`src/rtec_pkg.sv`:
```
// rtec_pkg: constants, types and codes shared by the touch calibration unit
package rtec_pkg;

	// panel and screen geometry
	localparam int SCREEN_WIDTH  = 320;
	localparam int SCREEN_HEIGHT = 240;
	localparam int CAL_MARGIN    = 16;
	localparam int SAMPLE_BITS   = 12;

	// converter reading and register field width
	localparam int FIELD_W = 12;

	localparam int X_W     = $clog2(SCREEN_WIDTH);
	localparam int Y_W     = $clog2(SCREEN_HEIGHT);
	localparam int MAX_DIM = (SCREEN_WIDTH > SCREEN_HEIGHT) ? SCREEN_WIDTH : SCREEN_HEIGHT;
	localparam int COORD_W = $clog2(MAX_DIM);

	// Q16 fixed point
	localparam int Q_FRAC  = 16;
	localparam int Q16_ONE = 1 << Q_FRAC;

	// gain divider: dividend magnitude, quotient and step count
	localparam int NUM_W  = Q_FRAC + COORD_W;
	localparam int GAIN_W = NUM_W + 1;
	localparam int CNT_W  = $clog2(NUM_W);

	localparam int NUM_X = (SCREEN_WIDTH - 1 - 2 * CAL_MARGIN) * Q16_ONE;
	localparam int NUM_Y = (SCREEN_HEIGHT - 1 - 2 * CAL_MARGIN) * Q16_ONE;
	localparam int NUM_X_ABS = (NUM_X < 0) ? -NUM_X : NUM_X;
	localparam int NUM_Y_ABS = (NUM_Y < 0) ? -NUM_Y : NUM_Y;
	localparam logic NUM_X_NEG = (NUM_X < 0);
	localparam logic NUM_Y_NEG = (NUM_Y < 0);

	// mapping datapath widths
	localparam int SPAN_W = ((SAMPLE_BITS > FIELD_W) ? SAMPLE_BITS : FIELD_W) + 1;
	localparam int PROD_W = GAIN_W + SPAN_W;
	localparam int V_W    = PROD_W - Q_FRAC + 1;

	// configuration port
	localparam int CFG_IDX_W  = 3;
	localparam int CFG_DATA_W = FIELD_W;
	localparam int PRESS_THRESHOLD_RST = 2000;

	typedef enum logic [CFG_IDX_W-1:0] {
		REG_CAL_LEFT   = 3'd0,
		REG_CAL_TOP    = 3'd1,
		REG_CAL_RIGHT  = 3'd2,
		REG_CAL_BOTTOM = 3'd3,
		REG_THRESHOLD  = 3'd4,
		REG_FLIP       = 3'd5
	} cfg_reg_t;

	typedef enum logic [1:0] {
		EV_NONE     = 2'd0,
		EV_PRESSED  = 2'd1,
		EV_RELEASED = 2'd2,
		EV_HELD     = 2'd3
	} touch_ev_t;

	typedef enum logic {
		DIV_IDLE,
		DIV_RUN
	} div_state_t;

	typedef struct packed {
		logic [FIELD_W-1:0] left;
		logic [FIELD_W-1:0] top;
		logic [FIELD_W-1:0] right;
		logic [FIELD_W-1:0] bottom;
	} cal_corners_t;

	typedef struct packed {
		logic                     busy;
		logic signed [GAIN_W-1:0] gain_x;
		logic signed [GAIN_W-1:0] gain_y;
	} gain_status_t;

endpackage

```
`src/rtec_axis.sv`:
```
// rtec_axis: one axis of the point mapping: gain multiply, offset, clamp and mirror
module rtec_axis import rtec_pkg::*; (
	input  logic                     clk,
	input  logic                     ld,
	input  logic [SAMPLE_BITS-1:0]   held,
	input  logic [FIELD_W-1:0]       origin,
	input  logic signed [GAIN_W-1:0] gain,
	input  logic [COORD_W-1:0]       size_m1,
	input  logic                     flip,
	output logic [COORD_W-1:0]       coord
);

	logic signed [SPAN_W-1:0] diff;
	logic signed [PROD_W-1:0] prod_s2;
	logic [PROD_W-Q_FRAC-1:0] fl;
	logic signed [V_W-1:0]    v;
	logic signed [V_W-1:0]    lim;
	logic [COORD_W-1:0]       c;

	assign diff = $signed(SPAN_W'(held)) - $signed(SPAN_W'(origin));

	always_ff @(posedge clk) begin
		if (ld)
			prod_s2 <= gain * diff;
	end

	// arithmetic drop of the fraction is a floor
	always_comb begin
		fl  = prod_s2[PROD_W-1:Q_FRAC];
		v   = $signed({fl[PROD_W-Q_FRAC-1], fl}) + $signed(V_W'(CAL_MARGIN));
		lim = $signed({{(V_W-COORD_W){1'b0}}, size_m1});
		if (v[V_W-1])
			c = '0;
		else if (v > lim)
			c = size_m1;
		else
			c = v[COORD_W-1:0];
		coord = flip ? (size_m1 - c) : c;
	end

endmodule
```
`config.mk`:
```
export PLATFORM = sky130hd
export DESIGN_NAME = rtec_axis
export DESIGN_NICKNAME = d
export VERILOG_FILES = /design/src/rtec_pkg.sv /design/src/rtec_axis.sv
export SDC_FILE = /design/constraint.sdc
export NUM_CORES = 1
export LEC_CHECK = 0
export BUFFER_PORTS_ARGS = -buffer_cell sky130_fd_sc_hd__buf_4
export CORE_ASPECT_RATIO = 1.1
export CORE_MARGIN = 2
export CORE_UTILIZATION = 65
export CTS_CLUSTER_DIAMETER = 100
export DETAILED_ROUTE_END_ITERATION = 8
export PLACE_DENSITY = 0.86
export SYNTH_ARGS = -nofsm -noshare
export SYNTH_HDL_FRONTEND = slang
export SYNTH_SLANG_ARGS = --single-unit
```
`constraint.sdc`:
```
create_clock -name clk -period 12.4 [get_ports clk]
set_input_delay 2.48 -clock clk [delete_from_list [all_inputs] [get_ports clk]]
set_output_delay 2.48 -clock clk [all_outputs]
set_load 0.05 [all_outputs]
```
==> flow_summary.yaml, run 1 <==
outcome:
  status: "finished, final reports clean"
logic_synthesis:
  synthArstFlopShare_pct: 0
  synth-seq-cells: 23
  ys_seq_area_share_pct: 5.22
  synth_fp_nets: 1915
  netlist_instances: 1429
  yosys.area.top_type: "fa_1"
  ys_top_cells_by_area: "fa_1 (46%), ha_1 (11%), inv_1 (7.9%), nand2_1 (6.1%), edfxtp_1 (5.2%)"
  synth_common_cells: "fa_1 (306), inv_1 (277), nand2_1 (216), ha_1 (118), clkbuf_1 (53)"
  yosys_warnings: 0
  synth_edf_count: 23
  yosys.area.top_type_share_pct: 46.3
  synth.cell_area_um2: 13200
  postSynthAreaPerCell_um2: 9.25
  synth_ff_type: "edfxtp_1"
  synth_most_common_cell: "fa_1"
  yosys.cell_types.count: 64
global_routing:
  overflow: 0
  antenna_found_initial: 0
  grt_max_degree: 27
  grt_pass1_vias: 11100
  grt_first_pass_wirelength_um: 52700
  grtUsageTotal_pct: 30.3
clock_network:
  cts.clk_slew.worst_paths_ns: 0.06
  cts_sinks: 23
  cts-root-buf: "clkbuf_16"
  cts_made_buffers: 3
  ctsResizeCount: 0
  cts_tree: "yes"
  cts_buffer_depth: 2
  cts_max_level: 1
  post_cts_buffers: 0
  cts_hold_buf: 0
detailed_routing:
  drt_iter0_drc: 650
  routedWlPerCell_um: 17.9
  first_pass_iters: 5
  ant_nets: 0
  drc: 0
  vias: 9989
  routed_wirelength_um: 30600
  via_per_inst: 5.84
sta:
  tns_ns: 0
  fmax_mhz: 93.3
  max_slew_margin_pct: 39.9
  setup_violations: 0
  post-route-min-period_ns: 10.72
  slew_violations: 0
  tightestPinTransition_ns: 0.898
  fin_crit_sh_pct: 86.4
  rsz0062_at_grt: "no"
  finalHoldViolCount: 0
setup_path:
  slowest_delay_ns: 0.53
  cp.required_ns: 12.40
  cp-start-kind: "input port"
  cp.arrival_ns: 10.72
  crit_top_cell: "fa_1"
  slowest_stage: "fa_1"
  cp-end-kind: "flip-flop"
  cp_max_fo: 26
  crit_type: "input port to flip-flop"
floorplan:
  boundaryPins: 71
  fp.dieH_um: 154
  num_rows: 54
  die_w_um: 140
  core-area_um2: 19900
  die_area_um2: 21500
  floorplan.initialDensity_pct: 66.5
job:
  drv_cap: 0
final_layout:
  post-route-util_pct: 70.7
  nets: 1945
  drive_gt1_share_pct: 9.60
  largest_reg_flops: 23
  regMostFlops: "prod_s2"
  syn_to_final_growth_pct: 6.30
  n_antenna_cell: 0
  fillCellCount: 1481
  reg_top3: "prod_s2: 23 flops"
placed_design:
  place_hpwl_um: 25000
  portBuffers: 70
  gp_congestion: 0.864
min_path:
  hp-class: "input port to flip-flop"
[cell families (layout without fill, tap and decap cells)]
logic type,after synthesis,count (layout),synth area share [%]
muxes,6,6,0.464
xor gates and xnor gates,46,46,3.10
buffers and inverters,336,365,9.68
adders and majority gates,424,424,57.5
DFF,23,23,5.22
AOI/OAI and AO/OA,131,131,6.82
and+or+nand+nor,463,463,17.2
[critical path: cells and delay by family]
kind	cells	cell delay, ns
xor+xnor	1	0.13
fa+ha+maj	9	3.70
buf+inv	6	0.57
compound gates	13	2.99
simple gates	4	0.82
[metal layers]
| metal | up-vias | global-route usage (%) | wire, um | share of wire, % |
|---|---|---|---|---|
| met5 | - | 0 | 0 | 0 |
| met4 | 0 | 12.7 | 1440 | 4.7 |
| met3 | 95 | 3.55 | 1960 | 6.4 |
| met2 | 397 | 53.3 | 16100 | 53 |
| met1 | 5045 | 38.3 | 11100 | 36 |
| li1 | 4452 | - | - | - |
[metrics by stage]
stage / setup WS [ns] / cell area (um^2) / cells / hold WS [ns]
final: 1.68 / 14100 / 1710 / 2.64
after global routing: 1.14 / 14100 / 1710 / 2.65
after CTS: 1.72 / 14100 / 1710 / 2.64
after detailed placement: 1.47 / 14000 / 1706 / 2.90
after global placement: 1.83 / 14000 / 1706 / 2.89
after floorplan: 2.74 / 13200 / 1429 / 2.59
[area by class of cell]
cell class	instances	area (um^2)	area share [%]
multi-input cells	1070	11300	80.4
flip-flops and latches	23	691	4.91
clock buffers	4	78.8	0.561
repair buffers	83	623	4.43
well taps	252	315	2.24
inverters	278	1040	7.43
[path summary, 6_finish.rpt]
check / start / to / slack [ns] / cells past startpoint
max: held[0] / prod_s2[31]$_DFFE_PP_ / 1.68 / 33
min: ld / prod_s2[35]$_DFFE_PP_ / 2.64 / 1
[cell usage in the layout (no fill, tap or decap), drive strengths merged, types with 3 or more instances in the layout]
cell type | synthesis | layout
inv | 277 | 277
xor2 | 17 | 17
nand3 | 15 | 15
a31o | 3 | 3
xnor2 | 29 | 29
nand4 | 7 | 7
a211o | 5 | 5
and3 | 32 | 32
fa | 306 | 306
a211oi | 6 | 6
a31oi | 5 | 5
nand2b | 28 | 28
buf | 5 | 83
o22ai | 7 | 7
nand2 | 216 | 216
a21oi | 32 | 32
edfxtp | 23 | 23
nor2b | 34 | 34
nor3 | 9 | 9
and2 | 55 | 55
clkbuf | 53 | 4
mux2i | 5 | 5
a21o | 20 | 20
o32ai | 3 | 3
o21ai | 25 | 25
or2 | 11 | 11
o211ai | 4 | 4
nor2 | 49 | 49
o21a | 5 | 5
ha | 118 | 118
Power of run 1 is not shown: default switching activity piles up to over one toggle a cycle in this logic, so the estimate is an artifact.
==> run 2: changes to the inputs <==
--- a/config.mk
+++ b/config.mk
@@ -12,6 +12,7 @@
 export CTS_CLUSTER_DIAMETER = 100
 export DETAILED_ROUTE_END_ITERATION = 8
 export PLACE_DENSITY = 0.86
+export REMOVE_ABC_BUFFERS = 1
 export SYNTH_ARGS = -nofsm -noshare
 export SYNTH_HDL_FRONTEND = slang
 export SYNTH_SLANG_ARGS = --single-unit
==> flow_summary.yaml, run 2 (same netlist as run 1, synthesis figures left out) <==
detailed_routing:
  via_per_inst: 5.90
  routed_wirelength_um: 30500
  first_pass_iters: 6
  drt_iter0_drc: 529
  top_layer: "met4"
  wl_met3_um: 1820
  routedWlPerCell_um: 17.8
  vias: 10100
  wl_met2_um: 15900
  drc: 0
  ant_nets: 0
  met1_length_um: 10600
setup_path:
  cp-start-kind: "input port"
  crit_top_cell: "fa_1"
  slowest_delay_ns: 0.52
  slowest_stage: "o21ba_2"
  crit_type: "input port to flip-flop"
  cp_max_fo: 26
  cp-end-kind: "flip-flop"
  cp.arrival_ns: 10.67
  cp.required_ns: 12.41
placed_design:
  gp_congestion: 0.928
  portBuffers: 70
  place_hpwl_um: 25300
clock_network:
  cts_sinks: 23
  cts_max_level: 1
  cts_buffer_depth: 2
  cts_hold_buf: 0
  cts-root-buf: "clkbuf_16"
  cts_made_buffers: 3
  ctsResizeCount: 0
  post_cts_buffers: 0
  cts.clk_slew.worst_paths_ns: 0.06
  cts_tree: "yes"
final_layout:
  final_cell_mix: "fa_1 (306), inv_1 (277), nand2_1 (216)"
  largest_reg_flops: 23
  regMostFlops: "prod_s2"
  n_antenna_cell: 0
  mostFrequentLayoutCell: "fa_1"
  nets: 1946
  reg_top3: "prod_s2: 23 flops"
  syn_to_final_growth_pct: 6.37
  drive_gt1_share_pct: 9.73
sta:
  setup_violations: 0
  fin_crit_sh_pct: 85.9
  finalHoldViolCount: 0
  tns_ns: 0
  rsz0062_at_grt: "no"
  tightestPinTransition_ns: 1.17
  slew_violations: 0
  post-route-min-period_ns: 10.66
  max_slew_margin_pct: 22.2
  fmax_mhz: 93.8
floorplan:
  die_area_um2: 21500
  floorplan.initialDensity_pct: 66.5
  die_w_um: 140
  num_rows: 54
  boundaryPins: 71
  fp.dieH_um: 154
  core-area_um2: 19900
global_routing:
  grtUsageTotal_pct: 29.6
  grt_max_degree: 27
  antenna_found_initial: 0
  grt_first_pass_wirelength_um: 51300
  overflow: 0
  grt_pass1_vias: 11100
min_path:
  min_to: "prod_s2[35]$_DFFE_PP_"
  hold_depth: 1
  worstHoldStart: "ld"
  hp-class: "input port to flip-flop"
job:
  drv_cap: 0
outcome:
  status: "finished, final reports clean"
## run 2: cell type report
class / instances / area, um^2
well taps: 252 / 315
repair buffers: 84 / 631
multi-input cells: 1070 / 11300
inverters: 278 / 1040
flip-flops and latches: 23 / 691
clock inverters: 1 / 5.00
fillers: 1492 / 5800
clock buffers: 3 / 75.1
## run 2: critical path: cells and delay by family
kind,cells,cell delay (ns)
adders and majority gates,9,3.66
AOI/OAI and AO/OA,13,3.03
and+or+nand+nor,4,0.78
buffers and inverters,6,0.56
xor gates and xnor gates,1,0.13
## run 2: worst max path at each step
stage                             to  slack (ns)  startpoint
3_3_place_gp   prod_s2[31]$_DFFE_PP_        1.80     held[0]
5_1_grt        prod_s2[31]$_DFFE_PP_        1.35     held[0]
3_5_place_dp   prod_s2[31]$_DFFE_PP_        1.52     held[0]
2_1_floorplan  prod_s2[31]$_DFFE_PP_        2.13     held[0]
4_1_cts        prod_s2[31]$_DFFE_PP_        1.77     held[0]
6_report       prod_s2[31]$_DFFE_PP_        1.74     held[0]
## run 2: routing by layer
layer / vias to the layer above / GRT usage, %
met5: - / 0
met3: 151 / 3.49
li1: 4448 / -
met2: 439 / 53.1
met1: 5053 / 34.1
met4: 0 / 17.2
## run 2: through the flow
stage	utilization (%)	setup slack [ns]	cells	cell area, um^2	hold WS, ns
after global routing	70.8	1.35	1711	14100	2.64
after floorplan	-	2.13	1371	13000	2.59
after detailed placement	70.4	1.52	1707	14000	2.90
after global placement	70.4	1.80	1707	14000	2.89
final	70.8	1.74	1711	14100	2.63
after CTS	70.8	1.77	1711	14100	2.63
Power of run 2 is left out for the same reason.
==> run 3: changes to the inputs <==
--- a/config.mk
+++ b/config.mk
@@ -12,6 +12,7 @@
 export CTS_CLUSTER_DIAMETER = 100
 export DETAILED_ROUTE_END_ITERATION = 8
 export PLACE_DENSITY = 0.86
+export RECOVER_POWER = 100
 export REMOVE_ABC_BUFFERS = 1
 export SYNTH_ARGS = -nofsm -noshare
 export SYNTH_HDL_FRONTEND = slang
==> flow_summary.yaml, run 3 (same netlist as run 1, synthesis figures left out) <==
setup_path:
  cp.required_ns: 12.41
  slowest_stage: "o21ba_1"
  crit_type: "input port to flip-flop"
  cp-end-kind: "flip-flop"
  crit_top_cell: "fa_1"
  cp-start-kind: "input port"
  cp.arrival_ns: 11.14
  cp_max_fo: 26
  slowest_delay_ns: 0.71
detailed_routing:
  via_per_inst: 5.89
  drc: 0
  first_pass_iters: 6
  met1_length_um: 10600
  vias: 10100
  top_layer: "met4"
  wl_met2_um: 15700
  routedWlPerCell_um: 17.7
  wl_met3_um: 1900
  routed_wirelength_um: 30400
  drt_iter0_drc: 551
  ant_nets: 0
floorplan:
  num_rows: 54
  die_w_um: 140
  floorplan.initialDensity_pct: 66.5
  die_area_um2: 21500
  core-area_um2: 19900
  fp.dieH_um: 154
  boundaryPins: 71
placed_design:
  dpl_worst_slack_ns: 1.52
  post-place-cells: 1707
  portBuffers: 70
  gp_congestion: 0.928
  placed_area_um2: 14000
  place_hpwl_um: 25300
global_routing:
  grt_max_degree: 27
  grt_pass1_vias: 11100
  overflow: 0
  antenna_found_initial: 0
  grt_first_pass_wirelength_um: 51300
  grtUsageTotal_pct: 29.6
sta:
  finalWorstSetupSlack_ns: 1.27
  post-route-min-period_ns: 11.13
  rsz0062_at_grt: "no"
  tightestPinTransition_ns: 1.67
  fmax_mhz: 89.8
  finalHoldViolCount: 0
  max_slew_margin_pct: -12.3
  slew_violations: 15
  setup_violations: 0
  fin_crit_sh_pct: 89.8
  tns_ns: 0
final_layout:
  syn_to_final_growth_pct: 6.06
  fillCellCount: 1505
  mostFrequentLayoutCell: "fa_1"
  design_area_um2: 14000
  final_cell_mix: "fa_1 (306), inv_1 (277), nand2_1 (216)"
  nets: 1946
  instances_no_fill: 1711
  multi_input_area_um2: 11300
  largest_reg_flops: 23
  n_antenna_cell: 0
  regMostFlops: "prod_s2"
  reg_top3: "prod_s2: 23 flops"
  seq_area_um2: 691
  drive_gt1_share_pct: 8.91
clock_network:
  cts_tree: "yes"
  cts_made_buffers: 3
  cts_buffer_depth: 2
  post_cts_buffers: 0
  cts.clk_slew.worst_paths_ns: 0.06
  cts_hold_buf: 0
  ctsResizeCount: 0
  cts_max_level: 1
  cts-root-buf: "clkbuf_16"
  cts_sinks: 23
job:
  drv_cap: 1
min_path:
  hp-class: "input port to flip-flop"
  hold_depth: 1
outcome:
  violations: "capacitance limit, slew limit"
  status: "complete, but fails checks"
-- run 3: changes by cell type in the layout (fill, tap and decap cells not counted), sizes merged --
cell / change
buf: -10
clkbuf: +10
-- run 3: metal layers --
| metal | vias to the layer above | track usage, % |
|---|---|---|
| li1 | 4445 | - |
| met2 | 443 | 53.1 |
| met3 | 166 | 3.49 |
| met4 | 0 | 17.2 |
| met1 | 5019 | 34.1 |
| met5 | - | 0 |
-- run 3: cell type report --
type                            instances  area share, %
Tap cell                              252           2.25
Sequential cell                        23           4.93
Timing Repair Buffer                   84           4.26
Clock inverter                          1         0.0357
Clock buffer                            3          0.535
Multi-Input combinational cell       1070           80.6
Inverter                              278           7.44
-- run 3: critical path: cells and delay by family --
| kind | cells | cell delay (ns) |
|---|---|---|
| adder cells (fa/ha/maj) | 9 | 3.66 |
| AO/OA/AOI/OAI | 13 | 3.44 |
| AND/OR/NAND/NOR | 4 | 0.78 |
| buffers and inverters | 6 | 0.63 |
| XOR/XNOR | 1 | 0.13 |
-- run 3: through the flow --
stage / hold WS, ns / utilization (%)
global route: 3.11 / 70.6
CTS: 2.63 / 70.8
finish: 3.04 / 70.6
global placement: 2.89 / 70.4
detailed placement: 2.90 / 70.4
floorplan: 2.59 / -
-- run 3: final timing paths --
kind / endpoint / slack, ns / start
setup / recovery: prod_s2[31]$_DFFE_PP_ / 1.27 / held[0]
hold / removal: prod_s2[35]$_DFFE_PP_ / 3.04 / ld
Power of run 3 is left out for the same reason.
