[config.mk]
export PLATFORM = sky130hd
export DESIGN_NAME = rtec_gain
export DESIGN_NICKNAME = d
export VERILOG_FILES = /design/src/rtec_pkg.sv /design/src/rtec_gain.sv
export SDC_FILE = /design/constraint.sdc
export NUM_CORES = 1
export LEC_CHECK = 0
export BUFFER_PORTS_ARGS = -buffer_cell sky130_fd_sc_hd__buf_4
export CAP_MARGIN = 20
export CORE_ASPECT_RATIO = 1.25
export CORE_MARGIN = 8
export CORE_UTILIZATION = 49
export CTS_CLUSTER_SIZE = 20
export DETAILED_ROUTE_END_ITERATION = 10
export PLACE_DENSITY = 0.68
export SLEW_MARGIN = 20
export SYNTH_ARGS = -nofsm -noshare
export SYNTH_HDL_FRONTEND = slang
export SYNTH_SLANG_ARGS = --single-unit
[constraint.sdc]
create_clock -name clk -period 3.9 [get_ports clk]
set_input_delay 0 -clock clk [delete_from_list [all_inputs] [get_ports clk]]
set_output_delay 0 -clock clk [all_outputs]
set_load 0.05 [all_outputs]
[src/rtec_pkg.sv]
// rtec_pkg: constants, types and codes shared by the touch calibration unit
package rtec_pkg;

	// panel and screen geometry
	localparam int SCREEN_WIDTH  = 320;
	localparam int SCREEN_HEIGHT = 240;
	localparam int CAL_MARGIN    = 16;
	localparam int SAMPLE_BITS   = 12;

	// converter reading and register field width
	localparam int FIELD_W = 12;

	localparam int X_W     = $clog2(SCREEN_WIDTH);
	localparam int Y_W     = $clog2(SCREEN_HEIGHT);
	localparam int MAX_DIM = (SCREEN_WIDTH > SCREEN_HEIGHT) ? SCREEN_WIDTH : SCREEN_HEIGHT;
	localparam int COORD_W = $clog2(MAX_DIM);

	// Q16 fixed point
	localparam int Q_FRAC  = 16;
	localparam int Q16_ONE = 1 << Q_FRAC;

	// gain divider: dividend magnitude, quotient and step count
	localparam int NUM_W  = Q_FRAC + COORD_W;
	localparam int GAIN_W = NUM_W + 1;
	localparam int CNT_W  = $clog2(NUM_W);

	localparam int NUM_X = (SCREEN_WIDTH - 1 - 2 * CAL_MARGIN) * Q16_ONE;
	localparam int NUM_Y = (SCREEN_HEIGHT - 1 - 2 * CAL_MARGIN) * Q16_ONE;
	localparam int NUM_X_ABS = (NUM_X < 0) ? -NUM_X : NUM_X;
	localparam int NUM_Y_ABS = (NUM_Y < 0) ? -NUM_Y : NUM_Y;
	localparam logic NUM_X_NEG = (NUM_X < 0);
	localparam logic NUM_Y_NEG = (NUM_Y < 0);

	// mapping datapath widths
	localparam int SPAN_W = ((SAMPLE_BITS > FIELD_W) ? SAMPLE_BITS : FIELD_W) + 1;
	localparam int PROD_W = GAIN_W + SPAN_W;
	localparam int V_W    = PROD_W - Q_FRAC + 1;

	// configuration port
	localparam int CFG_IDX_W  = 3;
	localparam int CFG_DATA_W = FIELD_W;
	localparam int PRESS_THRESHOLD_RST = 2000;

	typedef enum logic [CFG_IDX_W-1:0] {
		REG_CAL_LEFT   = 3'd0,
		REG_CAL_TOP    = 3'd1,
		REG_CAL_RIGHT  = 3'd2,
		REG_CAL_BOTTOM = 3'd3,
		REG_THRESHOLD  = 3'd4,
		REG_FLIP       = 3'd5
	} cfg_reg_t;

	typedef enum logic [1:0] {
		EV_NONE     = 2'd0,
		EV_PRESSED  = 2'd1,
		EV_RELEASED = 2'd2,
		EV_HELD     = 2'd3
	} touch_ev_t;

	typedef enum logic {
		DIV_IDLE,
		DIV_RUN
	} div_state_t;

	typedef struct packed {
		logic [FIELD_W-1:0] left;
		logic [FIELD_W-1:0] top;
		logic [FIELD_W-1:0] right;
		logic [FIELD_W-1:0] bottom;
	} cal_corners_t;

	typedef struct packed {
		logic                     busy;
		logic signed [GAIN_W-1:0] gain_x;
		logic signed [GAIN_W-1:0] gain_y;
	} gain_status_t;

endpackage

[src/rtec_gain.sv]
// rtec_gain: Q16 gain computation from the calibration corners, one quotient bit per cycle
module rtec_gain import rtec_pkg::*; (
	input  logic         clk,
	input  logic         arst_n,
	input  logic         start,
	input  cal_corners_t cal,
	output gain_status_t gst
);

	div_state_t state_q, state_d;

	logic signed [FIELD_W:0] dx, dy;
	logic                    zero_span;

	logic [FIELD_W-1:0] den_x_q, den_y_q, rem_x_q, rem_y_q;
	logic [NUM_W-1:0]   quo_x_q, quo_y_q;
	logic               neg_x_q, neg_y_q;
	logic [CNT_W-1:0]   cnt_q;
	logic signed [GAIN_W-1:0] gain_x_q, gain_y_q;

	logic [FIELD_W+NUM_W-1:0] step_x, step_y;

	function automatic logic [FIELD_W-1:0] abs_span(input logic signed [FIELD_W:0] d);
		logic signed [FIELD_W:0] m;
		m = d[FIELD_W] ? -d : d;
		return m[FIELD_W-1:0];
	endfunction

	// restoring step: returns {remainder, shifted quotient}
	function automatic logic [FIELD_W+NUM_W-1:0] div_step(input logic [FIELD_W-1:0] rem,
		input logic [NUM_W-1:0] quo, input logic [FIELD_W-1:0] den);
		logic [FIELD_W:0] sh;
		logic [FIELD_W:0] diff;
		logic             ge;
		sh   = {rem, quo[NUM_W-1]};
		diff = sh - {1'b0, den};
		ge   = (sh >= {1'b0, den});
		return {(ge ? diff[FIELD_W-1:0] : sh[FIELD_W-1:0]), quo[NUM_W-2:0], ge};
	endfunction

	function automatic logic signed [GAIN_W-1:0] apply_sign(input logic [NUM_W-1:0] quo,
		input logic neg);
		logic signed [GAIN_W-1:0] g;
		g = $signed({1'b0, quo});
		return neg ? -g : g;
	endfunction

	assign dx = $signed({1'b0, cal.right}) - $signed({1'b0, cal.left});
	assign dy = $signed({1'b0, cal.bottom}) - $signed({1'b0, cal.top});
	assign zero_span = (dx == '0) || (dy == '0);

	assign step_x = div_step(rem_x_q, quo_x_q, den_x_q);
	assign step_y = div_step(rem_y_q, quo_y_q, den_y_q);

	// next state
	always_comb begin
		state_d = state_q;
		unique case (state_q)
			DIV_IDLE: begin
				if (start && !zero_span)
					state_d = DIV_RUN;
			end
			DIV_RUN: begin
				if (start)
					state_d = zero_span ? DIV_IDLE : DIV_RUN;
				else if (cnt_q == '0)
					state_d = DIV_IDLE;
			end
			default: state_d = DIV_IDLE;
		endcase
	end

	// outputs
	always_comb begin
		gst.busy   = (state_q == DIV_RUN);
		gst.gain_x = gain_x_q;
		gst.gain_y = gain_y_q;
	end

	always_ff @(posedge clk or negedge arst_n) begin
		if (!arst_n) begin
			state_q  <= DIV_IDLE;
			cnt_q    <= '0;
			gain_x_q <= GAIN_W'(Q16_ONE);
			gain_y_q <= GAIN_W'(Q16_ONE);
		end else begin
			state_q <= state_d;
			if (start) begin
				cnt_q <= CNT_W'(NUM_W - 1);
				if (zero_span) begin
					gain_x_q <= GAIN_W'(Q16_ONE);
					gain_y_q <= GAIN_W'(Q16_ONE);
				end
			end else if (state_q == DIV_RUN) begin
				cnt_q <= cnt_q - 1'b1;
				if (cnt_q == '0) begin
					gain_x_q <= apply_sign(step_x[NUM_W-1:0], neg_x_q);
					gain_y_q <= apply_sign(step_y[NUM_W-1:0], neg_y_q);
				end
			end
		end
	end

	// divider datapath
	always_ff @(posedge clk) begin
		if (start) begin
			den_x_q <= abs_span(dx);
			den_y_q <= abs_span(dy);
			rem_x_q <= '0;
			rem_y_q <= '0;
			quo_x_q <= NUM_W'(NUM_X_ABS);
			quo_y_q <= NUM_W'(NUM_Y_ABS);
			neg_x_q <= dx[FIELD_W] ^ NUM_X_NEG;
			neg_y_q <= dy[FIELD_W] ^ NUM_Y_NEG;
		end else if (state_q == DIV_RUN) begin
			{rem_x_q, quo_x_q} <= step_x;
			{rem_y_q, quo_y_q} <= step_y;
		end
	end

endmodule

==> summary.txt, run 1 <==
Setup path
  • Worst setup EP type: flip-flop
  • Reg-to-Reg End: gain_x_q[22]
  • Type of origin of the critical path: flip-flop
  • Critical path class: flip-flop to flip-flop
  • Worst R2R Setup Slack: 350 ps
  • Crit path DAT: 3840 ps
  • Reg2Reg Depth: 16
  • Slowest-stage cell, CP: or4_1
  • Critical Path RT: 4200 ps
  • Crit Path Max Fanout: 5
  • Reg-to-reg startpoint: den_x_q[2]
  • Worst stage delay on the critical path: 500 ps
  • Worst-path cell chain: inv_1, ha_1, o21ai_1, a211oi_1, o211a_1, or4_1, clkinv_1, ha_1, nand2b_1, o31a_1, nand2b_1, o41ai_1, xor2_1, nor2_1, a31oi_1, o31ai_2

Hold path
  • Hold Startpoint: cal[24]
  • Hold-critical path depth: 3
  • Min-Delay Path Class: input pin to flip-flop
  • Worst Hold End: den_y_q[0]

Timing
  • Final hold vios: 0
  • Final setup skew: 9.94 ps
  • Relative slew slack: 0.440
  • Endpoints failing setup: 0
  • Unrepaired setup endpoints after global routing: no
  • Least-Margin Pin Slew: 840 ps
  • Period utilization: 0.910
  • Pins Over Slew Limit: 0
  • Crit path time final: 3550 ps
  • Setup_tns: 0 ps
  • Highest clock rate: 282 MHz

Floorplanning
  • I/O pins: 104
  • Initial core utilization: 0.494
  • Die Span X: 147 um
  • Core ar.: 0.0214 sq mm
  • DIE HEIGHT: 180 um
  • Die area: 0.0266 sq mm
  • Cell Rows: 60

Synth
  • Ys Warns: 0
  • Yosys reg bits: 158
  • Post-synth EDFFs: 26
  • Syn avg cell area: 8.70 sq um
  • Predominant post-synthesis flop cell: dfxtp_1
  • Post-synthesis sequential area ratio: 0.351
  • Yosys cell types: 75
  • Cell area after synthesis: 0.0106 sq mm
  • Async set or reset register ratio after synthesis: 0.367
  • Post-synthesis net count: 1,324
  • Post-Syn Instances: 1,215

Placed design
  • IO buf count: 103
  • Placed Cells: 1,544
  • Final Wtd Congestion: 0.824
  • DP HPWL: 17,200 um

Final layout
  • Post-Layout Cell Count: 1,577
  • Multi-input gate area: 0.00624 sq mm
  • FILL cells: 2,007
  • Final net count: 1,394
  • Share of layout cells above drive strength 1: 0.159
  • Register area: 0.00372 sq mm
  • N_diodes: 0
  • Synth-to-Final Area Change: 15.4%

Clock network
  • Post-CTS Resized: 0
  • Max Root-Sink Buffers: 2
  • Clock Pin Slew Worst Setup and Hold Paths: 60 ps
  • Sink Count: 158
  • Worst-skew pair later-pin latency: 430 ps
  • Htree depth: 4
  • CTS buffer count: 17
  • Clk Tree Root Cell: clkbuf_16
  • TritonCTS clock tree: built

Drt
  • Final ANT Viol Nets: 0
  • Drt first-iter violations: 506
  • Drt pass-1 iters: 6
  • Via Count: 8,959
  • Drc violations: 0
  • Post-Route WL: 24,000 um
  • Vias per cell: 5.68
  • Wire per inst: 15.2 um

Run
  • Max-cap violations: 0

Pwr
  • Power Density: 476 mW/mm^2
  • Leakage: 5.53 nW
  • Pwr Total: 0.00581 W
  • VDD IR-drop max: 409 uV

GRT
  • Number of global-route vias before repair: 8,744
  • Largest net degree at the start of global routing: 90
  • GRT overflow: 0
  • Antenna violations before repair: 0
  • First-pass GRT wire length: 41,200 um
  • GRT Total Usage: 0.181

Outcome
  • Outcome: completed
worst max-delay path by stage:
stage                     startpoint            to
final                     den_x_q[2]  gain_x_q[22]
after global routing      den_x_q[2]  gain_x_q[22]
after CTS                 den_x_q[2]  gain_x_q[22]
after detailed placement  den_x_q[2]  gain_x_q[22]
after global placement    den_x_q[2]  gain_x_q[22]
after floorplan           den_x_q[2]  gain_x_q[22]
cells in the final DEF (no fill, tap or decap), types with 26 or more instances in the layout:
master / n
nand2_1: 113
buf_4: 119
dfxtp_1: 74
ha_1: 54
a31oi_1: 37
o31ai_2: 32
mux2i_1: 63
xnor2_1: 57
inv_1: 78
nor2_1: 136
dfrtp_1: 55
o21ai_0: 37
edfxtp_1: 26
xor2_1: 36
o31ai_1: 28
a21oi_1: 70
layout make-up:
class / instances / share of cell area
tap: 279 / 0.0286
clock buffer: 22 / 0.0414
clock inverter: 10 / 0.0103
sequential: 158 / 0.305
timing repair buffer: 123 / 0.0789
multi-input combinational: 905 / 0.511
inverter: 80 / 0.0246
cell families after synthesis:
logic type,count (synthesis),share of synthesized area
buffers and inverters,152,0.0592
muxes,63,0.0596
adders and majority gates,58,0.0715
xor gates and xnor gates,93,0.0770
and+or+nand+nor,394,0.178
DFF,158,0.351
AOI/OAI and AO/OA,297,0.203
critical path, delay by kind of cell, from the launching register on:
family / cells / cell delay, ps
compound gates: 7 / 1440
buf+inv: 2 / 120
xor+xnor: 1 / 180
flops: 1 / 320
fa+ha+maj: 2 / 500
simple gates: 4 / 840
per-stage QoR:
| step | utilization | instance area, sq um | hold WS, ps | setup slack, ps |
|---|---|---|---|---|
| global route | 0.570 | 12200 | 59.9 | 66.8 |
| detailed placement | 0.540 | 11600 | 126 | 348 |
| finish | 0.570 | 12200 | 23.5 | 353 |
| CTS | 0.570 | 12200 | 20.7 | 314 |
| floorplan | - | 10600 | -296 | 289 |
| global placement | 0.540 | 11600 | 128 | 390 |
synthesized netlist by cell type, drive strengths merged, types with 41 or more instances:
master / count / area, sq um
a21oi: 70 / 350
inv: 79 / 297
o21ai: 41 / 205
clkbuf: 54 / 203
xnor2: 57 / 499
dfrtp: 56 / 1400
mux2i: 63 / 631
nor2: 137 / 531
nand2: 113 / 424
ha: 54 / 676
dfxtp: 74 / 1480
o31ai: 60 / 611
sequential cells by signal, indices dropped and copies added (netlist names), 5 cells and up:
| name | count |
|---|---|
| gain_y_q | 26 |
| gain_x_q | 26 |
| rem_y_q | 12 |
| quo_x_q | 25 |
| den_x_q | 12 |
| quo_y_q | 25 |
| rem_x_q | 12 |
| den_y_q | 12 |
| cnt_q | 5 |
where the power goes:
part | internal (W) | switching, W | leakage (nW) | total, W
clock network | 0.00106 | 0.000685 | 0.308 | 0.00174
logic | 0.000886 | 0.00121 | 3.84 | 0.00209
registers | 0.00185 | 0.000126 | 1.39 | 0.00198
total | 0.00379 | 0.00202 | 5.53 | 0.00581
timing repair:
action / in CTS / in global routing
hold buffers: 1 / 0
buffers inserted: 0 / 0
hold endpoints to repair: 56 / 0
per-layer routing:
metal	GRT usage	vias up	share of wire
li1	-	4477	-
met1	0.226	4272	0.46
met2	0.312	180	0.49
met3	0.0314	30	0.037
met4	0.0556	0	0.013
met5	0	-	0
(Power assumes the default switching activity.)
==> run 2: changes to the inputs <==
==> constraint.sdc (replaced) <==
create_clock -name clk -period 3.9 [get_ports clk]
set_input_delay 0.975 -clock clk [delete_from_list [all_inputs] [get_ports clk]]
set_output_delay 0.975 -clock clk [all_outputs]
set_load 0.05 [all_outputs]
==> summary.txt, run 2 (synthesized netlist as in run 1, its figures left out) <==
Floorplanning
  • Die area: 0.0266 sq mm (unchanged)
  • DIE HEIGHT: 180 um (unchanged)
  • Cell Rows: 60 (unchanged)
  • Initial core utilization: 0.494 (unchanged)
  • I/O pins: 104 (unchanged)
  • Core ar.: 0.0214 sq mm (unchanged)
  • Die Span X: 147 um (unchanged)

Drt
  • Drt first-iter violations: 528 (was 506)
  • Vias per cell: 5.64 (was 5.68)
  • Via Count: 8,960 (was 8,959)
  • Drc violations: 0 (unchanged)
  • Drt pass-1 iters: 5 (was 6)
  • Post-Route WL: 24,300 um (was 24,000 um)
  • Final ANT Viol Nets: 0 (unchanged)
  • Wire per inst: 15.3 um (was 15.2 um)

Timing
  • Final hold slack: 493 ps (was 23.5 ps)
  • Endpoints failing setup: 0 (unchanged)
  • Crit path time final: 3610 ps (was 3550 ps)
  • Final setup skew: 12.9 ps (was 9.94 ps)
  • Final WS setup: 294 ps (was 353 ps)
  • Period utilization: 0.925 (was 0.910)
  • Final hold vios: 0 (unchanged)
  • Pins Over Slew Limit: 0 (unchanged)
  • Highest clock rate: 277 MHz (was 282 MHz)
  • Unrepaired setup endpoints after global routing: no (unchanged)
  • Relative slew slack: 0.394 (was 0.440)
  • Least-Margin Pin Slew: 910 ps (was 840 ps)

Clock network
  • CTS buffer count: 17 (unchanged)
  • Hold-fix buffers at CTS: 0 (was 1)
  • Clock Pin Slew Worst Setup and Hold Paths: 70 ps (was 60 ps)
  • Clk Tree Root Cell: clkbuf_16 (unchanged)
  • Max Root-Sink Buffers: 2 (unchanged)
  • Htree depth: 4 (unchanged)
  • TritonCTS clock tree: built (unchanged)
  • Worst-skew pair later-pin latency: 430 ps (about the same)
  • Sink Count: 158 (unchanged)

GRT
  • Antenna violations before repair: 0 (unchanged)
  • GRT Total Usage: 0.183 (was 0.181)
  • Largest net degree at the start of global routing: 83 (was 90)
  • Number of global-route vias before repair: 8,727 (was 8,744)
  • First-pass GRT wire length: 41,200 um (about the same)
  • GRT overflow: 0 (unchanged)

Final layout
  • N_diodes: 0 (unchanged)
  • Leading registers by flop count: gain_x_q: 26 flops, gain_y_q: 26 flops (unchanged)
  • Post-Layout Cell Count: 1,588 (was 1,577)
  • Fin util: 0.577 (was 0.570)
  • Most frequent cells in the layout: nor2_1, buf_4, nand2_1 (unchanged)
  • Share of layout cells above drive strength 1: 0.169 (was 0.159)
  • Final Cell Area: 0.0124 sq mm (was 0.0122 sq mm)
  • Synth-to-Final Area Change: 16.9% (was 15.4%)
  • Commonest non-fill, non-tap cell in the layout: nor2_1 (unchanged)
  • Final net count: 1,405 (was 1,394)

Placed design
  • Setup WS pre-CTS: -58.2 ps (was 348 ps)
  • DP HPWL: 17,300 um (was 17,200 um)
  • Final Wtd Congestion: 0.876 (was 0.824)
  • DP Area: 0.0117 sq mm (was 0.0116 sq mm)
  • IO buf count: 103 (unchanged)
  • Placed Cells: 1,556 (was 1,544)

Run
  • Max-cap violations: 0 (unchanged)

Hold path
  • Min-Delay Path Class: flip-flop to flip-flop (was input pin to flip-flop)
  • Hold Startpoint: rem_y_q[11] (was cal[24])
  • Hold-critical path depth: 2 (was 3)

Setup path
  • Crit path DAT: 3920 ps (was 3840 ps)
  • Critical Path RT: 4210 ps (was 4200 ps)
  • Reg2Reg Depth: 17 (was 16)
  • Reg-to-reg startpoint: den_x_q[1] (was den_x_q[2])
  • Worst setup EP type: flip-flop (unchanged)
  • Crit Path Max Fanout: 5 (unchanged)
  • Critical path class: flip-flop to flip-flop (unchanged)
  • Type of origin of the critical path: flip-flop (unchanged)
  • Worst setup path startpoint: den_x_q[1] (was den_x_q[2])

Pwr
  • Power Density: 485 mW/mm^2 (was 476 mW/mm^2)
  • VDD IR-drop max: 383 uV (was 409 uV)
  • Leakage: 5.62 nW (was 5.53 nW)

Outcome
  • Outcome: completed (unchanged)
-- run 2: changes by cell type in the layout (fill, tap and decap cells not counted), moves of 2 or more --
cell       change
inv_4          +2
bufinv_16      +4
buf_4         +11
clkbuf_8       -3
clkinv_4       -4
-- run 2: layout make-up --
cell class                 count  area [sq um]
inverter                      80           300
multi-input combinational    905          6260
fill                        1935          9040
sequential                   158          3720
clock buffer                  19           443
timing repair buffer         134          1060
tap                          279           349
clock inverter                13           231
-- run 2: stage by stage --
| stage | setup TNS [ps] | power, W |
|---|---|---|
| 5_1_grt | 0 | 0.00638 |
| 3_5_place_dp | -1330 | 0.00410 |
| 3_3_place_gp | -58.0 | 0.00406 |
| 6_report | 0 | 0.00600 |
| 4_1_cts | 0 | 0.00602 |
| 2_1_floorplan | 0 | 0.00359 |
-- run 2: per-layer routing --
layer	wire length, um	vias up	track usage	part of all wire
met5	0	-	0	0
met4	398	0	0.0609	0.016
met3	1090	34	0.0384	0.045
met2	11700	205	0.311	0.48
met1	11100	4215	0.225	0.46
li1	-	4506	-	-
-- run 2: where the power goes --
part | total, W | internal [W] | switching, W
sequential | 0.00198 | 0.00185 | 0.000130
clock | 0.00190 | 0.00122 | 0.000678
combinational | 0.00211 | 0.000897 | 0.00122
total | 0.00600 | 0.00397 | 0.00202
-- run 2: critical path, cell delays in order (launching register included) --
cell,delay [ps]
edfxtp_1,420
inv_1,90
ha_1,240
nand2b_1,130
a211oi_1,90
o211a_1,230
or4_4,500
clkinv_1,80
ha_1,170
nand2b_1,120
o31a_1,310
nand2b_1,200
buf_4,170
a21oi_1,160
xor2_1,220
nor2_1,70
a31oi_1,180
o31ai_2,100
-- run 2: worst paths after layout --
path | slack (ps) | to
worst max register to register | 290 | gain_x_q[18]
max in group asynchronous | 2700 | state_q
worst max-delay path | 290 | gain_x_q[18]
min in group asynchronous | 610 | gain_x_q[7]
worst min-delay path | 490 | rem_y_q[11]
worst min register to register | 490 | rem_y_q[11]
-- run 2: timing repair --
| action | CTS | global route |
|---|---|---|
| gates resized for setup | 0 | 3 |
| setup endpoints to repair | 0 | 3 |
| buffers inserted | 0 | 0 |
| hold endpoints to repair | 0 | 0 |
